===== src/hw/rtl/psalu_pkg.sv =====
`timescale 1ns / 1ps
// ----------------------------------------------------------------------------
// psalu_pkg
// Shared types and constants of the packed integer arithmetic unit: opcode
// codes, lane operation kinds, lane widths and the control word that travels
// down the pipeline with each beat.
// ----------------------------------------------------------------------------
package psalu_pkg;

  localparam int unsigned DataW      = 64;
  localparam int unsigned OpW        = 5;
  localparam int unsigned ByteW      = 8;
  localparam int unsigned WordW      = 16;
  localparam int unsigned DwordW     = 32;
  localparam int unsigned ByteLanes  = DataW / ByteW;
  localparam int unsigned WordLanes  = DataW / WordW;
  localparam int unsigned DwordLanes = DataW / DwordW;

  typedef logic [DataW-1:0] data_t;
  typedef logic [WordLanes-1:0][DwordW-1:0] prod_t;

  // Instruction opcodes
  typedef enum logic [OpW-1:0] {
    OP_ADD_B     = 5'd0,
    OP_ADD_W     = 5'd1,
    OP_ADD_D     = 5'd2,
    OP_SUB_B     = 5'd3,
    OP_SUB_W     = 5'd4,
    OP_SUB_D     = 5'd5,
    OP_ADDS_B    = 5'd6,
    OP_ADDS_W    = 5'd7,
    OP_ADDUS_B   = 5'd8,
    OP_ADDUS_W   = 5'd9,
    OP_SUBS_B    = 5'd10,
    OP_SUBS_W    = 5'd11,
    OP_SUBUS_B   = 5'd12,
    OP_SUBUS_W   = 5'd13,
    OP_MUL_LO    = 5'd14,
    OP_MUL_HI    = 5'd15,
    OP_MADD      = 5'd16
  } op_e;

  // Highest defined opcode; anything above it passes the destination through
  localparam op_e OP_LAST_DEF = OP_MADD;

  // Per-lane operation kinds
  typedef enum logic [3:0] {
    KIND_WRAP_ADD,
    KIND_WRAP_SUB,
    KIND_SSAT_ADD,
    KIND_SSAT_SUB,
    KIND_USAT_ADD,
    KIND_USAT_SUB,
    KIND_MUL_LO,
    KIND_MUL_HI,
    KIND_MADD,
    KIND_PASS
  } kind_e;

  // Lane widths
  typedef enum logic [1:0] {
    LANE_B,
    LANE_W,
    LANE_D
  } lane_e;

  typedef struct packed {
    kind_e kind;
    lane_e lane;
  } ctrl_t;

endpackage


===== src/hw/rtl/psalu_if.sv =====
`timescale 1ns / 1ps
// ----------------------------------------------------------------------------
// psalu_if
// Valid/ready channels of the packed integer arithmetic unit: the operation
// channel (opcode and two operands) and the result channel.
// ----------------------------------------------------------------------------
interface psalu_in_if;
  logic                          valid;
  logic                          ready;
  logic [psalu_pkg::OpW-1:0]     opcode;
  logic [psalu_pkg::DataW-1:0]   dst_operand;
  logic [psalu_pkg::DataW-1:0]   src_operand;

  modport source (output valid, output opcode, output dst_operand, output src_operand,
                  input ready);
  modport sink   (input valid, input opcode, input dst_operand, input src_operand,
                  output ready);
endinterface

interface psalu_out_if;
  logic                          valid;
  logic                          ready;
  logic [psalu_pkg::DataW-1:0]   result;

  modport source (output valid, output result, input ready);
  modport sink   (input valid, input result, output ready);
endinterface


===== src/hw/rtl/packed_simd_integer_alu.sv =====
`timescale 1ns / 1ps
// ----------------------------------------------------------------------------
// packed_simd_integer_alu
// Packed 64-bit integer unit: wrapping, saturating, multiply and multiply-add
// operations on byte, word and double-word lanes.
// ----------------------------------------------------------------------------
// The unit takes one operation beat per clock unless the result channel
// stalls; its result follows decode, lane arithmetic with the four 16x16
// multipliers, then product packing and the multiply-add sums in the output
// register. Each stage carries a valid bit and takes a beat when it is empty
// or its successor takes one, so ready on the input follows the result
// channel's ready combinationally and bubbles are squeezed out during a stall.
// Undefined opcodes return the destination operand unchanged. No state is
// kept between beats.
// ----------------------------------------------------------------------------
module packed_simd_integer_alu (
  input  logic               clk_i,
  input  logic               rst_ni,
  psalu_in_if.sink           in_i,
  psalu_out_if.source        out_o
);

  logic             s1_valid, s1_ready;
  psalu_pkg::ctrl_t s1_ctrl;
  psalu_pkg::data_t s1_dst, s1_src;
  logic             s2_valid, s2_ready;
  psalu_pkg::ctrl_t s2_ctrl;
  psalu_pkg::data_t s2_alu;
  psalu_pkg::prod_t s2_prod;

  // Decode stage
  psalu_decode u_decode (
    .clk_i    (clk_i),
    .rst_ni   (rst_ni),
    .valid_i  (in_i.valid),
    .ready_o  (in_i.ready),
    .opcode_i (in_i.opcode),
    .dst_i    (in_i.dst_operand),
    .src_i    (in_i.src_operand),
    .valid_o  (s1_valid),
    .ready_i  (s1_ready),
    .ctrl_o   (s1_ctrl),
    .dst_o    (s1_dst),
    .src_o    (s1_src)
  );

  // Lane arithmetic and multiply stage
  psalu_lane u_lane (
    .clk_i    (clk_i),
    .rst_ni   (rst_ni),
    .valid_i  (s1_valid),
    .ready_o  (s1_ready),
    .ctrl_i   (s1_ctrl),
    .dst_i    (s1_dst),
    .src_i    (s1_src),
    .valid_o  (s2_valid),
    .ready_i  (s2_ready),
    .ctrl_o   (s2_ctrl),
    .alu_o    (s2_alu),
    .prod_o   (s2_prod)
  );

  // Result packing and output register
  psalu_combine u_combine (
    .clk_i    (clk_i),
    .rst_ni   (rst_ni),
    .valid_i  (s2_valid),
    .ready_o  (s2_ready),
    .ctrl_i   (s2_ctrl),
    .alu_i    (s2_alu),
    .prod_i   (s2_prod),
    .valid_o  (out_o.valid),
    .ready_i  (out_o.ready),
    .result_o (out_o.result)
  );

endmodule


===== src/hw/rtl/psalu_decode.sv =====
`timescale 1ns / 1ps
// ----------------------------------------------------------------------------
// psalu_decode
// First pipeline stage: turns the opcode into a lane kind and lane width and
// registers it together with both operands.
// ----------------------------------------------------------------------------
module psalu_decode (
  input  logic                        clk_i,
  input  logic                        rst_ni,
  input  logic                        valid_i,
  output logic                        ready_o,
  input  logic [psalu_pkg::OpW-1:0]   opcode_i,
  input  psalu_pkg::data_t            dst_i,
  input  psalu_pkg::data_t            src_i,
  output logic                        valid_o,
  input  logic                        ready_i,
  output psalu_pkg::ctrl_t            ctrl_o,
  output psalu_pkg::data_t            dst_o,
  output psalu_pkg::data_t            src_o
);

  logic             valid_q;
  psalu_pkg::ctrl_t ctrl_d, ctrl_q;
  psalu_pkg::data_t dst_q, src_q;

  // Decode the opcode; undefined codes pass the destination through
  always_comb begin
    ctrl_d = '{kind: psalu_pkg::KIND_PASS, lane: psalu_pkg::LANE_D};
    case (psalu_pkg::op_e'(opcode_i))
      psalu_pkg::OP_ADD_B:   ctrl_d = '{psalu_pkg::KIND_WRAP_ADD, psalu_pkg::LANE_B};
      psalu_pkg::OP_ADD_W:   ctrl_d = '{psalu_pkg::KIND_WRAP_ADD, psalu_pkg::LANE_W};
      psalu_pkg::OP_ADD_D:   ctrl_d = '{psalu_pkg::KIND_WRAP_ADD, psalu_pkg::LANE_D};
      psalu_pkg::OP_SUB_B:   ctrl_d = '{psalu_pkg::KIND_WRAP_SUB, psalu_pkg::LANE_B};
      psalu_pkg::OP_SUB_W:   ctrl_d = '{psalu_pkg::KIND_WRAP_SUB, psalu_pkg::LANE_W};
      psalu_pkg::OP_SUB_D:   ctrl_d = '{psalu_pkg::KIND_WRAP_SUB, psalu_pkg::LANE_D};
      psalu_pkg::OP_ADDS_B:  ctrl_d = '{psalu_pkg::KIND_SSAT_ADD, psalu_pkg::LANE_B};
      psalu_pkg::OP_ADDS_W:  ctrl_d = '{psalu_pkg::KIND_SSAT_ADD, psalu_pkg::LANE_W};
      psalu_pkg::OP_ADDUS_B: ctrl_d = '{psalu_pkg::KIND_USAT_ADD, psalu_pkg::LANE_B};
      psalu_pkg::OP_ADDUS_W: ctrl_d = '{psalu_pkg::KIND_USAT_ADD, psalu_pkg::LANE_W};
      psalu_pkg::OP_SUBS_B:  ctrl_d = '{psalu_pkg::KIND_SSAT_SUB, psalu_pkg::LANE_B};
      psalu_pkg::OP_SUBS_W:  ctrl_d = '{psalu_pkg::KIND_SSAT_SUB, psalu_pkg::LANE_W};
      psalu_pkg::OP_SUBUS_B: ctrl_d = '{psalu_pkg::KIND_USAT_SUB, psalu_pkg::LANE_B};
      psalu_pkg::OP_SUBUS_W: ctrl_d = '{psalu_pkg::KIND_USAT_SUB, psalu_pkg::LANE_W};
      psalu_pkg::OP_MUL_LO:  ctrl_d = '{psalu_pkg::KIND_MUL_LO,   psalu_pkg::LANE_W};
      psalu_pkg::OP_MUL_HI:  ctrl_d = '{psalu_pkg::KIND_MUL_HI,   psalu_pkg::LANE_W};
      psalu_pkg::OP_MADD:    ctrl_d = '{psalu_pkg::KIND_MADD,     psalu_pkg::LANE_D};
      default:               ctrl_d = '{psalu_pkg::KIND_PASS,     psalu_pkg::LANE_D};
    endcase
  end

  // Take a new beat whenever the stage is empty or draining
  assign ready_o = !valid_q || ready_i;

  always_ff @(posedge clk_i or negedge rst_ni) begin
    if (!rst_ni) begin
      valid_q <= 1'b0;
    end else if (ready_o) begin
      valid_q <= valid_i;
    end
  end

  // Hold payload unless a beat is loaded
  always_ff @(posedge clk_i) begin
    if (valid_i && ready_o) begin
      ctrl_q <= ctrl_d;
      dst_q  <= dst_i;
      src_q  <= src_i;
    end
  end

  assign valid_o = valid_q;
  assign ctrl_o  = ctrl_q;
  assign dst_o   = dst_q;
  assign src_o   = src_q;

endmodule


===== src/hw/rtl/psalu_lane.sv =====
`timescale 1ns / 1ps
// ----------------------------------------------------------------------------
// psalu_lane
// Second pipeline stage: lane-wise wrapping add/subtract on all lane widths,
// saturating on bytes and words, and the four signed 16x16 word products.
// ----------------------------------------------------------------------------
module psalu_lane (
  input  logic              clk_i,
  input  logic              rst_ni,
  input  logic              valid_i,
  output logic              ready_o,
  input  psalu_pkg::ctrl_t  ctrl_i,
  input  psalu_pkg::data_t  dst_i,
  input  psalu_pkg::data_t  src_i,
  output logic              valid_o,
  input  logic              ready_i,
  output psalu_pkg::ctrl_t  ctrl_o,
  output psalu_pkg::data_t  alu_o,
  output psalu_pkg::prod_t  prod_o
);

  localparam int unsigned BW = psalu_pkg::ByteW;
  localparam int unsigned WW = psalu_pkg::WordW;
  localparam int unsigned DW = psalu_pkg::DwordW;

  logic             valid_q;
  psalu_pkg::ctrl_t ctrl_q;
  psalu_pkg::data_t byte_res, word_res, dword_res;
  psalu_pkg::data_t alu_d, alu_q;
  psalu_pkg::prod_t prod_d, prod_q;

  // Byte lanes
  for (genvar i = 0; i < psalu_pkg::ByteLanes; i++) begin : g_byte
    logic [BW-1:0] a, b;
    logic [BW:0]   uadd, usub, sadd, ssub;
    assign a    = dst_i[i*BW +: BW];
    assign b    = src_i[i*BW +: BW];
    assign uadd = {1'b0, a} + {1'b0, b};
    assign usub = {1'b0, a} - {1'b0, b};
    assign sadd = {a[BW-1], a} + {b[BW-1], b};
    assign ssub = {a[BW-1], a} - {b[BW-1], b};
    always_comb begin
      case (ctrl_i.kind)
        psalu_pkg::KIND_WRAP_SUB: byte_res[i*BW +: BW] = usub[BW-1:0];
        psalu_pkg::KIND_SSAT_ADD:
          byte_res[i*BW +: BW] = (sadd[BW] != sadd[BW-1]) ?
                                 {sadd[BW], {(BW-1){!sadd[BW]}}} : sadd[BW-1:0];
        psalu_pkg::KIND_SSAT_SUB:
          byte_res[i*BW +: BW] = (ssub[BW] != ssub[BW-1]) ?
                                 {ssub[BW], {(BW-1){!ssub[BW]}}} : ssub[BW-1:0];
        psalu_pkg::KIND_USAT_ADD:
          byte_res[i*BW +: BW] = uadd[BW] ? {BW{1'b1}} : uadd[BW-1:0];
        psalu_pkg::KIND_USAT_SUB:
          byte_res[i*BW +: BW] = usub[BW] ? {BW{1'b0}} : usub[BW-1:0];
        default:                  byte_res[i*BW +: BW] = uadd[BW-1:0];
      endcase
    end
  end

  // Word lanes and their signed products
  for (genvar i = 0; i < psalu_pkg::WordLanes; i++) begin : g_word
    logic [WW-1:0] a, b;
    logic [WW:0]   uadd, usub, sadd, ssub;
    assign a    = dst_i[i*WW +: WW];
    assign b    = src_i[i*WW +: WW];
    assign uadd = {1'b0, a} + {1'b0, b};
    assign usub = {1'b0, a} - {1'b0, b};
    assign sadd = {a[WW-1], a} + {b[WW-1], b};
    assign ssub = {a[WW-1], a} - {b[WW-1], b};
    assign prod_d[i] = DW'($signed(a) * $signed(b));
    always_comb begin
      case (ctrl_i.kind)
        psalu_pkg::KIND_WRAP_SUB: word_res[i*WW +: WW] = usub[WW-1:0];
        psalu_pkg::KIND_SSAT_ADD:
          word_res[i*WW +: WW] = (sadd[WW] != sadd[WW-1]) ?
                                 {sadd[WW], {(WW-1){!sadd[WW]}}} : sadd[WW-1:0];
        psalu_pkg::KIND_SSAT_SUB:
          word_res[i*WW +: WW] = (ssub[WW] != ssub[WW-1]) ?
                                 {ssub[WW], {(WW-1){!ssub[WW]}}} : ssub[WW-1:0];
        psalu_pkg::KIND_USAT_ADD:
          word_res[i*WW +: WW] = uadd[WW] ? {WW{1'b1}} : uadd[WW-1:0];
        psalu_pkg::KIND_USAT_SUB:
          word_res[i*WW +: WW] = usub[WW] ? {WW{1'b0}} : usub[WW-1:0];
        default:                  word_res[i*WW +: WW] = uadd[WW-1:0];
      endcase
    end
  end

  // Double-word lanes, wrapping only
  for (genvar i = 0; i < psalu_pkg::DwordLanes; i++) begin : g_dword
    always_comb begin
      if (ctrl_i.kind == psalu_pkg::KIND_WRAP_SUB) begin
        dword_res[i*DW +: DW] = dst_i[i*DW +: DW] - src_i[i*DW +: DW];
      end else begin
        dword_res[i*DW +: DW] = dst_i[i*DW +: DW] + src_i[i*DW +: DW];
      end
    end
  end

  // Pick the lane width; pass the destination for undefined opcodes
  always_comb begin
    if (ctrl_i.kind == psalu_pkg::KIND_PASS) begin
      alu_d = dst_i;
    end else begin
      case (ctrl_i.lane)
        psalu_pkg::LANE_B: alu_d = byte_res;
        psalu_pkg::LANE_W: alu_d = word_res;
        default:           alu_d = dword_res;
      endcase
    end
  end

  assign ready_o = !valid_q || ready_i;

  always_ff @(posedge clk_i or negedge rst_ni) begin
    if (!rst_ni) begin
      valid_q <= 1'b0;
    end else if (ready_o) begin
      valid_q <= valid_i;
    end
  end

  // Register lane results and products
  always_ff @(posedge clk_i) begin
    if (valid_i && ready_o) begin
      ctrl_q <= ctrl_i;
      alu_q  <= alu_d;
      prod_q <= prod_d;
    end
  end

  assign valid_o = valid_q;
  assign ctrl_o  = ctrl_q;
  assign alu_o   = alu_q;
  assign prod_o  = prod_q;

endmodule


===== src/hw/rtl/psalu_combine.sv =====
`timescale 1ns / 1ps
// ----------------------------------------------------------------------------
// psalu_combine
// Third pipeline stage and output register: packs the low or high product
// halves, forms the multiply-add pair sums, or forwards the lane result.
// ----------------------------------------------------------------------------
module psalu_combine (
  input  logic              clk_i,
  input  logic              rst_ni,
  input  logic              valid_i,
  output logic              ready_o,
  input  psalu_pkg::ctrl_t  ctrl_i,
  input  psalu_pkg::data_t  alu_i,
  input  psalu_pkg::prod_t  prod_i,
  output logic              valid_o,
  input  logic              ready_i,
  output psalu_pkg::data_t  result_o
);

  localparam int unsigned WW = psalu_pkg::WordW;
  localparam int unsigned DW = psalu_pkg::DwordW;

  logic             valid_q;
  psalu_pkg::data_t mul_lo, mul_hi, madd;
  psalu_pkg::data_t result_d, result_q;

  // Split the products into packed halves
  for (genvar i = 0; i < psalu_pkg::WordLanes; i++) begin : g_half
    assign mul_lo[i*WW +: WW] = prod_i[i][WW-1:0];
    assign mul_hi[i*WW +: WW] = prod_i[i][DW-1:WW];
  end

  // Sum adjacent products, wrapping at 32 bits
  for (genvar i = 0; i < psalu_pkg::DwordLanes; i++) begin : g_madd
    assign madd[i*DW +: DW] = prod_i[2*i] + prod_i[2*i+1];
  end

  always_comb begin
    case (ctrl_i.kind)
      psalu_pkg::KIND_MUL_LO: result_d = mul_lo;
      psalu_pkg::KIND_MUL_HI: result_d = mul_hi;
      psalu_pkg::KIND_MADD:   result_d = madd;
      default:                result_d = alu_i;
    endcase
  end

  assign ready_o = !valid_q || ready_i;

  always_ff @(posedge clk_i or negedge rst_ni) begin
    if (!rst_ni) begin
      valid_q <= 1'b0;
    end else if (ready_o) begin
      valid_q <= valid_i;
    end
  end

  // Hold the result while the sink stalls
  always_ff @(posedge clk_i) begin
    if (valid_i && ready_o) begin
      result_q <= result_d;
    end
  end

  assign valid_o  = valid_q;
  assign result_o = result_q;

endmodule


===== src/flat_wrapper.sv =====
// flat-port wrapper written by rule: the top's interface ports become plain ports
module packed_simd_integer_alu_flat 
  (clk_i, rst_ni, in_i_valid, in_i_opcode, in_i_dst_operand, in_i_src_operand, in_i_ready, out_o_valid, out_o_result, out_o_ready);
  psalu_in_if in_i_i ();
  psalu_out_if out_o_i ();
  input  logic clk_i;
  input  logic rst_ni;
  input wire logic [$bits(in_i_i.valid)-1:0] in_i_valid;
  input wire logic [$bits(in_i_i.opcode)-1:0] in_i_opcode;
  input wire logic [$bits(in_i_i.dst_operand)-1:0] in_i_dst_operand;
  input wire logic [$bits(in_i_i.src_operand)-1:0] in_i_src_operand;
  output wire logic [$bits(in_i_i.ready)-1:0] in_i_ready;
  output wire logic [$bits(out_o_i.valid)-1:0] out_o_valid;
  output wire logic [$bits(out_o_i.result)-1:0] out_o_result;
  input wire logic [$bits(out_o_i.ready)-1:0] out_o_ready;
  assign in_i_i.valid = in_i_valid;
  assign in_i_i.opcode = in_i_opcode;
  assign in_i_i.dst_operand = in_i_dst_operand;
  assign in_i_i.src_operand = in_i_src_operand;
  assign in_i_ready = in_i_i.ready;
  assign out_o_valid = out_o_i.valid;
  assign out_o_result = out_o_i.result;
  assign out_o_i.ready = out_o_ready;
  packed_simd_integer_alu u_core (.clk_i(clk_i), .rst_ni(rst_ni), .in_i(in_i_i), .out_o(out_o_i));
endmodule

===== config.mk =====
export PLATFORM = sky130hd
export DESIGN_NAME = packed_simd_integer_alu_flat
export DESIGN_NICKNAME = d
export VERILOG_FILES = /design/src/hw/rtl/psalu_pkg.sv /design/src/hw/rtl/psalu_if.sv /design/src/hw/rtl/packed_simd_integer_alu.sv /design/src/hw/rtl/psalu_decode.sv /design/src/hw/rtl/psalu_lane.sv /design/src/hw/rtl/psalu_combine.sv /design/src/flat_wrapper.sv
export SDC_FILE = /design/constraint.sdc
export NUM_CORES = 2
export LEC_CHECK = 0
export CAP_MARGIN = 5
export CORE_MARGIN = 2
export CORE_UTILIZATION = 60
export DETAILED_ROUTE_END_ITERATION = 7
export DONT_BUFFER_PORTS = 1
export PLACE_DENSITY = 0.76
export SLEW_MARGIN = 40
export SYNTH_ARGS = -nofsm -noshare
export SYNTH_HDL_FRONTEND = slang
export SYNTH_HIERARCHICAL = 1
export SYNTH_SLANG_ARGS = --single-unit

===== constraint.sdc =====
create_clock -name clk_i -period 8 [get_ports clk_i]
set_clock_uncertainty 0.1 [all_clocks]
set_input_delay 1.6 -clock clk_i [delete_from_list [all_inputs] [get_ports clk_i]]
set_output_delay 1.6 -clock clk_i [all_outputs]
set_load 0.02 [all_outputs]

==> impl_metrics.sql <==
INSERT INTO impl_metrics (metric_group, metric, value, unit) VALUES
('clocking', 'post_cts_buffers', '0', ''),
('timing', 'max_freq', '138', 'MHz'),
('floorplan', 'floorplan.io_pins', '203', ''),
('grt', 'grtUsageTotal', '38.1', '%'),
('worst_setup_path', 'timing.critical_path.from_type', 'register', ''),
('timing', 'tightest_slew', '0.872', 'ns'),
('worst_setup_path', 'timing.rr.start', 'u_core/u_decode/dst_o[31]$_DFFE_PP_', ''),
('placed_design', 'gpl.final_weighted_congestion', '1.03', ''),
('detailed_routing', 'post-route-drc-count', '0', ''),
('hold_path', 'hold_start', 'u_core/u_lane/valid_o$_DFFE_PN0N_', ''),
('synth', 'mappedNetlistArea', '74200', 'sq um'),
('synth', 'yosys_warnings', '6', ''),
('finish', 'layout.nets', '9949', ''),
('worst_setup_path', 'worstSetupPathType', 'register to register', ''),
('timing', 'hold_viol', '0', ''),
('detailed_routing', 'wl_per_cell', '24.4', 'microns'),
('detailed_routing', 'drtPass1Iterations', '8', ''),
('timing', 'setup_total_negative_slack', '0', 'ns'),
('clocking', 'clock_sink_count', '397', ''),
('placed_design', 'post-dp-hpwl', '189', 'mm'),
('detailed_routing', 'detailroute.via_count', '61600', ''),
('grt', 'global_route.overflow_total', '0', ''),
('detailed_routing', 'drt_initial_violations', '6706', ''),
('floorplan', 'starting_density_of_the_core', '60.3', '%'),
('timing', 'finalCritPeriodShare', '90.7', '%'),
('detailed_routing', 'route.antenna.remaining_nets', '0', ''),
('hold_path', 'min_path_type', 'register to register', ''),
('worst_setup_path', 'critPathTopFamily', 'adder cells', ''),
('grt', 'grt_first_pass_wirelength', '371', 'mm'),
('synth', 'synth_cells', '8283', ''),
('timing', 'finalHoldWorstSlack', '0.403', 'ns'),
('floorplan', 'die_area', '127000', 'sq um'),
('finish', 'drive_gt1_share', '4.22', '%'),
('timing', 'setup_viol', '0', ''),
('worst_setup_path', 'crit_path_launch', 'u_core/u_decode/dst_o[31]$_DFFE_PP_', ''),
('timing', 'grt_setup_unrepaired', 'no', ''),
('floorplan', 'die-height', '356', 'microns'),
('finish', 'multi_input_area', '55800', 'sq um'),
('grt', 'maximum_number_of_pins_on_one_net_before_global_route_repair', '100', ''),
('clocking', 'clkLatencyLatePin', '0.67', 'ns'),
('outcome', 'outcome', 'finished, final reports clean', ''),
('worst_setup_path', 'cp_num_buf_inv', '3', ''),
('finish', 'num-fill-cells', '10200', ''),
('clocking', 'clk_root_buffer_cell', 'sky130_fd_sc_hd__clkbuf_16', ''),
('timing', 'max-slew-margin-rel', '41.1', '%'),
('floorplan', 'die_x', '356', 'microns'),
('worst_setup_path', 'slowest_delay', '0.94', 'ns'),
('worst_setup_path', 'critical_path_capture_point_type', 'register', ''),
('timing', 'timing.final.max_slew_violations', '0', ''),
('grt', 'initial_antenna_violation_count', '18', ''),
('detailed_routing', 'vias_per_cell', '6.27', ''),
('placed_design', 'dpl_worst_slack', '0.863', 'ns'),
('timing', 'finalWorstPathRequiredPeriod', '7.25', 'ns'),
('floorplan', 'core_area', '123000', 'sq um'),
('worst_setup_path', 'timing.critical_path.cells', 'inv_1, nor2_1, fa_1, fa_1, fa_1, fa_1, fa_1, inv_1, fa_1, inv_1, ha_1, nand4_1, nor2_1, nand4_1, a21oi_1, a31oi_1, a31oi_1, a21o_1, a21oi_1, xnor2_1', ''),
('floorplan', 'rows', '129', ''),
('worst_setup_path', 'cp_common_cell', 'sky130_fd_sc_hd__fa_1', ''),
('grt', 'grt_pass1_vias', '62500', ''),
('timing', 'setup_slack', '0.746', 'ns'),
('worst_setup_path', 'arrival_time_reported_for_the_critical_path_endpoint', '7.57', 'ns'),
('clocking', 'htree_levels', '2', ''),
('finish', 'register_area', '11900', 'sq um'),
('placed_design', 'numPortBuffers', '0', ''),
('worst_setup_path', 'timing.critical_path.required', '8.32', 'ns'),
('clocking', 'max_buffers_root_to_sink', '3', ''),
('clocking', 'numCtsBuffers', '50', ''),
('detailed_routing', 'wl', '240', 'mm'),
('clocking', 'post_cts_resize_count', '0', ''),
('clocking', 'tritoncts', 'done', ''),
('clocking', 'ctsHoldBuffers', '0', ''),
('run', 'max_cap_violations', '0', ''),
('worst_setup_path', 'worst_path_max_delay_cell', 'sky130_fd_sc_hd__fa_1', ''),
('synth', 'synth_nets', '10100', ''),
('worst_setup_path', 'highest_fanout_seen_on_the_critical_path', '18', ''),
('clocking', 'cts.reportedPaths.clkPinSlew', '0.07', 'ns'),
('finish', 'syn_to_final_growth', '5.21', '%'),
('synth', 'syn_avg_cell_area', '8.96', 'sq um');
## per-stage QoR
| stage | instance area [sq um] | cells | util [%] |
|---|---|---|---|
| global route | 78100 | 9813 | 63.4 |
| detailed placement | 76100 | 9711 | 61.8 |
| floorplan | 74200 | 8283 | - |
| global placement | 76000 | 9703 | 61.7 |
| CTS | 77900 | 9805 | 63.3 |
| finish | 78100 | 9818 | 63.4 |
## sequential cells by signal, summed over array words and instances (netlist names)
signal / count
u_core/u_combine/result_o: 64
u_core/u_combine/valid_o: 1
u_core/u_decode/ctrl_o: 6
u_core/u_decode/dst_o: 64
u_core/u_decode/src_o: 64
u_core/u_decode/valid_o: 1
u_core/u_lane/alu_o: 64
u_core/u_lane/ctrl_o: 4
u_core/u_lane/prod_o: 128
u_core/u_lane/valid_o: 1
## per-layer routing
metal	vias up	wire length, microns	part of all wire, %	GRT usage [%]
met5	-	117	0.049	0
met2	3231	111000	46	61.4
met4	20	11900	5.0	16.0
li1	27200	-	-	-
met1	30500	92600	39	49.9
met3	659	24000	10	8.12
## cells in the final DEF (no fill, tap or decap), types with 19 or more instances in the layout
master,instances
sky130_fd_sc_hd__a211o_1,19
sky130_fd_sc_hd__a211oi_1,51
sky130_fd_sc_hd__a21o_1,135
sky130_fd_sc_hd__a21oi_1,436
sky130_fd_sc_hd__a221o_1,21
sky130_fd_sc_hd__a221oi_1,45
sky130_fd_sc_hd__a31oi_1,96
sky130_fd_sc_hd__and2_1,399
sky130_fd_sc_hd__and3_1,35
sky130_fd_sc_hd__buf_4,132
sky130_fd_sc_hd__clkbuf_16,53
sky130_fd_sc_hd__edfxtp_1,394
sky130_fd_sc_hd__fa_1,1068
sky130_fd_sc_hd__ha_1,611
sky130_fd_sc_hd__inv_1,1370
sky130_fd_sc_hd__mux2i_1,78
sky130_fd_sc_hd__nand2_1,786
sky130_fd_sc_hd__nand2b_1,82
sky130_fd_sc_hd__nand3_1,89
sky130_fd_sc_hd__nand4_1,42
sky130_fd_sc_hd__nor2_1,538
sky130_fd_sc_hd__nor2b_1,55
sky130_fd_sc_hd__nor3_1,85
sky130_fd_sc_hd__nor4_1,35
sky130_fd_sc_hd__o2111ai_1,28
sky130_fd_sc_hd__o211ai_1,43
sky130_fd_sc_hd__o21a_1,71
sky130_fd_sc_hd__o21ai_0,327
sky130_fd_sc_hd__o21ai_1,20
sky130_fd_sc_hd__o21bai_1,55
sky130_fd_sc_hd__o221ai_1,61
sky130_fd_sc_hd__o22ai_1,36
sky130_fd_sc_hd__o31ai_1,45
sky130_fd_sc_hd__or2_2,25
sky130_fd_sc_hd__or3_1,22
sky130_fd_sc_hd__xnor2_1,309
sky130_fd_sc_hd__xor2_1,109
## path summary, 6_finish.rpt
check	end	slack, ns	cells past startpoint
max in group asynchronous	u_core/u_decode/valid_o$_DFFE_PN0P_	7.21	0
setup reg to reg	u_core/u_lane/prod_o[60]$_DFFE_PP_	0.75	20
hold reg to reg	u_core/u_combine/valid_o$_DFFE_PN0N_	0.40	1
min in group asynchronous	u_core/u_combine/valid_o$_DFFE_PN0N_	0.52	0
hold / removal	u_core/u_combine/valid_o$_DFFE_PN0N_	0.40	1
setup / recovery	u_core/u_lane/prod_o[60]$_DFFE_PP_	0.75	20
## cell type report
type	instances	area share [%]
inverters	1374	6.61
flip-flops and latches	397	15.2
diodes	6	0.0192
repair buffers	150	1.59
multi-input cells	6160	71.5
well taps	1637	2.62
clock inverters	39	0.676
clock buffers	55	1.71
Power is not shown: default switching activity piles up to over one toggle a cycle in this logic, so the estimate is an artifact.
